--- config.mk ---
export PLATFORM = sky130hd
export DESIGN_NAME = xoshiro256ss_generator
export DESIGN_NICKNAME = d
export VERILOG_FILES = /design/src/rtl/xs_pkg.sv /design/src/rtl/xs_mul32.sv /design/src/rtl/xoshiro256ss_generator.sv
export SDC_FILE = /design/constraint.sdc
export NUM_CORES = 2
export LEC_CHECK = 0
export BUFFER_PORTS_ARGS = -buffer_cell sky130_fd_sc_hd__clkbuf_2
export CAP_MARGIN = 20
export CORE_MARGIN = 3
export CORE_UTILIZATION = 66
export CTS_CLUSTER_DIAMETER = 60
export CTS_CLUSTER_SIZE = 12
export DETAILED_ROUTE_END_ITERATION = 7
export PLACE_DENSITY = 0.84
export SYNTH_ARGS = -nofsm -noshare
export SYNTH_HDL_FRONTEND = slang
export SYNTH_HIERARCHICAL = 1
export SYNTH_SLANG_ARGS = --single-unit
export TNS_END_PERCENT = 10
--- constraint.sdc ---
create_clock -name clk_i -period 13.2 [get_ports clk_i]
set_input_delay 0 -clock clk_i [delete_from_list [all_inputs] [get_ports clk_i]]
set_output_delay 0 -clock clk_i [all_outputs]
set_load 0.03 [all_outputs]
--- src/rtl/xs_pkg.sv ---
// Shared types, constants and the state-advance function of the xoshiro256** generator.
package xs_pkg;

  localparam logic [63:0] SplitGolden = 64'h9E3779B97F4A7C15;
  localparam logic [63:0] SplitMulA   = 64'hBF58476D1CE4E5B9;
  localparam logic [63:0] SplitMulB   = 64'h94D049BB133111EB;

  localparam logic CmdDraw   = 1'b0;
  localparam logic CmdReseed = 1'b1;

  typedef logic [3:0][63:0] words_t;

  typedef enum logic [3:0] {
    ST_IDLE,
    ST_DRAW,
    ST_EMIT,
    ST_ADD,
    ST_MUL0,
    ST_MUL1,
    ST_MUL2,
    ST_MUL3,
    ST_MIX
  } state_e;

  function automatic logic [63:0] rotl(input logic [63:0] x, input int unsigned k);
    rotl = (x << k) | (x >> (64 - k));
  endfunction

  function automatic words_t advance(input words_t w);
    words_t     n;
    logic [63:0] shifted;
    shifted = w[1] << 17;
    n = w;
    n[2] = n[2] ^ n[0];
    n[3] = n[3] ^ n[1];
    n[1] = n[1] ^ n[2];
    n[0] = n[0] ^ n[3];
    n[2] = n[2] ^ shifted;
    n[3] = rotl(n[3], 45);
    advance = n;
  endfunction

endpackage

--- src/rtl/xs_mul32.sv ---
// Shared 32x32 multiplier with registered 64-bit product.
module xs_mul32 (
  input  logic        clk_i,
  input  logic [31:0] a_i,
  input  logic [31:0] b_i,
  output logic [63:0] prod_o
);

  logic [63:0] prod_q;

  always_ff @(posedge clk_i) begin
    prod_q <= {32'd0, a_i} * {32'd0, b_i};
  end

  assign prod_o = prod_q;

endmodule

--- src/rtl/xoshiro256ss_generator.sv ---
// Top level of the xoshiro256** generator with splitmix64 seeding.
//
//  channel | direction | handshake              | beat fields
//  --------+-----------+------------------------+-----------------------
//  in      | input     | in_valid_i / in_stall_o  | command_i, seed_i
//  out     | output    | out_valid_o / out_stall_i| value_o, fraction_o
//
// A draw runs accept (ST_IDLE), output mix (ST_DRAW), advance and emit (ST_EMIT).
// Per state word a reseed runs ST_ADD, then ST_MUL0-ST_MUL3 and ST_MIX per multiply:
// the 32x32 multiplier forms each 64-bit product from three partial products.
// After reset the block runs the seed-zero expansion with in_stall_o high.
// A draw waits in ST_EMIT while a previous beat is still stalled.
module xoshiro256ss_generator (
  input  logic        clk_i,
  input  logic        rst_ni,
  input  logic        in_valid_i,
  output logic        in_stall_o,
  input  logic        command_i,
  input  logic [63:0] seed_i,
  output logic        out_valid_o,
  input  logic        out_stall_i,
  output logic [63:0] value_o,
  output logic [52:0] fraction_o
);

  xs_pkg::state_e state_q, state_d;
  xs_pkg::words_t words_q, words_d;
  logic [63:0]    cnt_q, cnt_d;
  logic [63:0]    z_q, z_d;
  logic [63:0]    acc_q, acc_d;
  logic [63:0]    value_q, value_d;
  logic [1:0]     k_q, k_d;
  logic           sel_q, sel_d;
  logic           out_valid_q, out_valid_d;
  logic [63:0]    mul_const;
  logic [31:0]    mul_a, mul_b;
  logic [63:0]    prod;
  logic [63:0]    cnt_next;
  logic [63:0]    z5;

  assign mul_const = sel_q ? xs_pkg::SplitMulB : xs_pkg::SplitMulA;
  assign cnt_next  = cnt_q + xs_pkg::SplitGolden;
  assign z5        = words_q[1] + (words_q[1] << 2);

  xs_mul32 u_mul (
    .clk_i  (clk_i),
    .a_i    (mul_a),
    .b_i    (mul_b),
    .prod_o (prod)
  );

  always_comb begin
    state_d     = state_q;
    words_d     = words_q;
    cnt_d       = cnt_q;
    z_d         = z_q;
    acc_d       = acc_q;
    value_d     = value_q;
    k_d         = k_q;
    sel_d       = sel_q;
    out_valid_d = out_valid_q && out_stall_i;
    in_stall_o  = 1'b1;
    mul_a       = z_q[31:0];
    mul_b       = mul_const[31:0];
    unique case (state_q)
      xs_pkg::ST_IDLE: begin
        in_stall_o = 1'b0;
        if (in_valid_i) begin
          if (command_i == xs_pkg::CmdReseed) begin
            cnt_d   = seed_i;
            k_d     = 2'd0;
            sel_d   = 1'b0;
            state_d = xs_pkg::ST_ADD;
          end else begin
            state_d = xs_pkg::ST_DRAW;
          end
        end
      end
      xs_pkg::ST_DRAW: begin
        z_d     = xs_pkg::rotl(z5, 7);
        state_d = xs_pkg::ST_EMIT;
      end
      xs_pkg::ST_EMIT: begin
        if (!out_valid_q || !out_stall_i) begin
          value_d     = z_q + (z_q << 3);
          out_valid_d = 1'b1;
          words_d     = xs_pkg::advance(words_q);
          state_d     = xs_pkg::ST_IDLE;
        end
      end
      xs_pkg::ST_ADD: begin
        cnt_d   = cnt_next;
        z_d     = cnt_next ^ (cnt_next >> 30);
        state_d = xs_pkg::ST_MUL0;
      end
      xs_pkg::ST_MUL0: begin
        state_d = xs_pkg::ST_MUL1;
      end
      xs_pkg::ST_MUL1: begin
        mul_a   = z_q[63:32];
        acc_d   = prod;
        state_d = xs_pkg::ST_MUL2;
      end
      xs_pkg::ST_MUL2: begin
        mul_b        = mul_const[63:32];
        acc_d[63:32] = acc_q[63:32] + prod[31:0];
        state_d      = xs_pkg::ST_MUL3;
      end
      xs_pkg::ST_MUL3: begin
        acc_d[63:32] = acc_q[63:32] + prod[31:0];
        state_d      = xs_pkg::ST_MIX;
      end
      xs_pkg::ST_MIX: begin
        if (!sel_q) begin
          z_d     = acc_q ^ (acc_q >> 27);
          sel_d   = 1'b1;
          state_d = xs_pkg::ST_MUL0;
        end else begin
          words_d[k_q] = acc_q ^ (acc_q >> 31);
          sel_d        = 1'b0;
          k_d          = k_q + 2'd1;
          state_d      = (k_q == 2'd3) ? xs_pkg::ST_IDLE : xs_pkg::ST_ADD;
        end
      end
      default: begin
        state_d = xs_pkg::ST_IDLE;
      end
    endcase
  end

  always_ff @(posedge clk_i or negedge rst_ni) begin
    if (!rst_ni) begin
      state_q <= xs_pkg::ST_ADD;
    end else begin
      state_q <= state_d;
    end
  end

  always_ff @(posedge clk_i or negedge rst_ni) begin
    if (!rst_ni) begin
      cnt_q       <= 64'd0;
      k_q         <= 2'd0;
      sel_q       <= 1'b0;
      out_valid_q <= 1'b0;
    end else begin
      cnt_q       <= cnt_d;
      k_q         <= k_d;
      sel_q       <= sel_d;
      out_valid_q <= out_valid_d;
    end
  end

  always_ff @(posedge clk_i) begin
    words_q <= words_d;
    z_q     <= z_d;
    acc_q   <= acc_d;
    value_q <= value_d;
  end

  assign out_valid_o = out_valid_q;
  assign value_o     = value_q;
  assign fraction_o  = value_q[63:11];

endmodule

==> qor.yml <==
run_status: "complete, no violations"
root_buffer: "clkbuf_16"
drive_above_1_share: 0.06071
hold_violations: 0
overflow: 0
max_clock_freq_ghz: 0.09832
area_delta_synth_final_pct: 5.809
clock_sinks: 584
syn_area_mm2: 0.07095
via_per_inst: 6.447
timing.rr.start: "state_q[2]$_DFFE_PN0P_"
cp-start-kind: "flop"
ys_seq_area_frac: 0.2331
antenna_found_initial: 13
first_global_vias: 58860
cp_slowest_cell: "ha_2"
dp_hpwl_um: 169400
core-area_mm2: 0.1060
synth_top_area_share: 0.2537
critPathCapture: "u_mul/prod_o[59]$_DFF_P_"
slowest_delay_ps: 720
cp_max_fo: 64
finClkSkew_ps: 91.63
crit_top_cell: "fa_1"
async_flop_share: 0.1233
first_pass_iters: 8
r2r_slack_ps: 3030
finalCritPeriodShare: 0.7705
floorplan.initialDensity: 0.6693
reg2reg_depth: 29
synth_common_cells: "inv_1 (920), fa_1 (899), nand2_1 (843), and2_1 (613), o21ai_0 (465)"
syn_avg_cell_area_um2: 9.304
cts_setup_buffers: 0
drc_errors: 0
cts_tree: "built"
synthSimpleGateAreaFrac: 0.1506
fin_crit_ps: 10170
cts_max_level: 3
whs_ps: 55.39
ant_nets: 0
clk_pin_slew_ps: 60
critPathArrivalTime_ps: 10710
drtIter0Drc: 7074
ctsResizeCount: 0
clk_latency_ps: 680
hold_path_class: "primary input to flop"
cts_buffers: 68
synth_top_area_cell: "fa_1"
gp_congestion: 1.085
synth_edf_count: 448
ys_ff_latch: 584
synth_adder_area_share: 0.3290
num_vias: 57790
setup-violations-final: 0
io_pins: 188
r2r-end: "u_mul/prod_o[59]$_DFF_P_"
yosys.area_share.xor_xnor: 0.08110
yosys_warnings: 6
portBuffers: 187
synth_compound_area_frac: 0.1207
die_area_mm2: 0.1115
worstHoldStart: "command_i"
synth_ff_type: "edfxtp_1"
die_h_um: 333.9
grt_pass1_wl_um: 348800
synth_cell_type_count: 101
cp-end-kind: "flop"
fillCellCount: 7719
post_drt_wl_per_cell_um: 25.57
tightestPinTransition_ps: 1258
slew_headroom: 0.1526
rsz0062_at_grt: "no"
synth_area_leaders: "fa_1 (25%), edfxtp_1 (19%), ha_1 (7.5%)"
cts_max_path_buffers: 3
critPathKind: "flop to flop"
final_nets: 8918
hold_buffers: 68
synthCells: 7626
startpoint: "state_q[2]$_DFFE_PN0P_"
die_w_um: 333.9
wl_um: 229200
maxCapViolCount: 0
grt_usage: 0.4101
synth_top_family_by_area: "adder cells"
num_rows: 119
crit_required_ps: 13740
synthMuxAreaShare: 0.006278
grt_max_degree: 118
setup_tns_ps: 0
multi_input_area_mm2: 0.04907
seqCellArea_mm2: 0.01654
yosysMostFrequentCell: "inv_1"
slew_violations: 0
layout by cell type, fill, tap and decap left out, types with 269 or more instances in the layout:
master,instances
edfxtp_1,448
xnor2_1,388
fa_1,899
ha_1,418
inv_1,918
o21ai_0,465
a21oi_1,390
nand2_1,841
and2_1,612
xor2_1,269
cell type report:
| type | count | area share |
|---|---|---|
| well taps | 1391 | 0.02318 |
| multi-input cells | 5637 | 0.6536 |
| diodes | 12 | 0.0004000 |
| clock inverters | 30 | 0.005817 |
| clock buffers | 78 | 0.02317 |
| inverters | 920 | 0.04600 |
| repair buffers | 312 | 0.02750 |
| flip-flops and latches | 584 | 0.2203 |
per-stage QoR:
stage	util	cells	cell area, um2	worst slack, ps
3_3_place_gp	0.6806	8775	72160	3479
6_report	0.7081	8964	75070	3029
4_1_cts	0.7076	8951	75010	3205
2_1_floorplan	-	7659	71070	3965
3_5_place_dp	0.6806	8775	72160	3248
5_1_grt	0.7079	8954	75050	2541
how the worst min path moves through the flow:
stage / to / slack, ps / depth (start not counted)
2_1_floorplan: cnt_q[0]$_DFFE_PN0P_ / -300 / 0
3_3_place_gp: cnt_q[47]$_DFFE_PN0P_ / 250 / 3
3_5_place_dp: cnt_q[47]$_DFFE_PN0P_ / 270 / 3
4_1_cts: state_q[1]$_DFFE_PN1P_ / 8 / 5
5_1_grt: state_q[1]$_DFFE_PN1P_ / 100 / 5
6_report: state_q[1]$_DFFE_PN1P_ / 60 / 5
sequential cells by signal (all words and copies together) (netlist names):
register      flops
state_q           4
out_valid_o       1
cnt_q            64
acc_q            64
words_q         256
value_o          64
z_q              64
k_q               2
u_mul/prod_o     64
sel_q             1
metal layers:
layer  wire (um)  track usage  vias up
li1            -            -    24620
met1       82930       0.5293    28280
met2      102200       0.6339     4010
met3       28060       0.1018      871
met4       15910       0.2387       12
met5          85            0        -
logic make-up after synthesis:
| logic type | Yosys count |
|---|---|
| and+or+nand+nor | 2176 |
| buffers and inverters | 1438 |
| AOI/OAI and AO/OA | 1403 |
| adders and majority gates | 1326 |
| xor gates and xnor gates | 657 |
| DFF | 584 |
| muxes | 40 |
| other | 2 |
worst max-delay path: cells and delay by family, from the launching register on:
| kind | cells | cell delay, ps |
|---|---|---|
| compound gates | 5 | 1090 |
| simple gates | 6 | 1330 |
| buf+inv | 7 | 1790 |
| fa+ha+maj | 10 | 5210 |
| flops | 1 | 460 |
| xor+xnor | 1 | 140 |
Power is left out: the tool's default activity adds up to more than one toggle a clock period on the data nets, which glitch-free logic cannot reach.
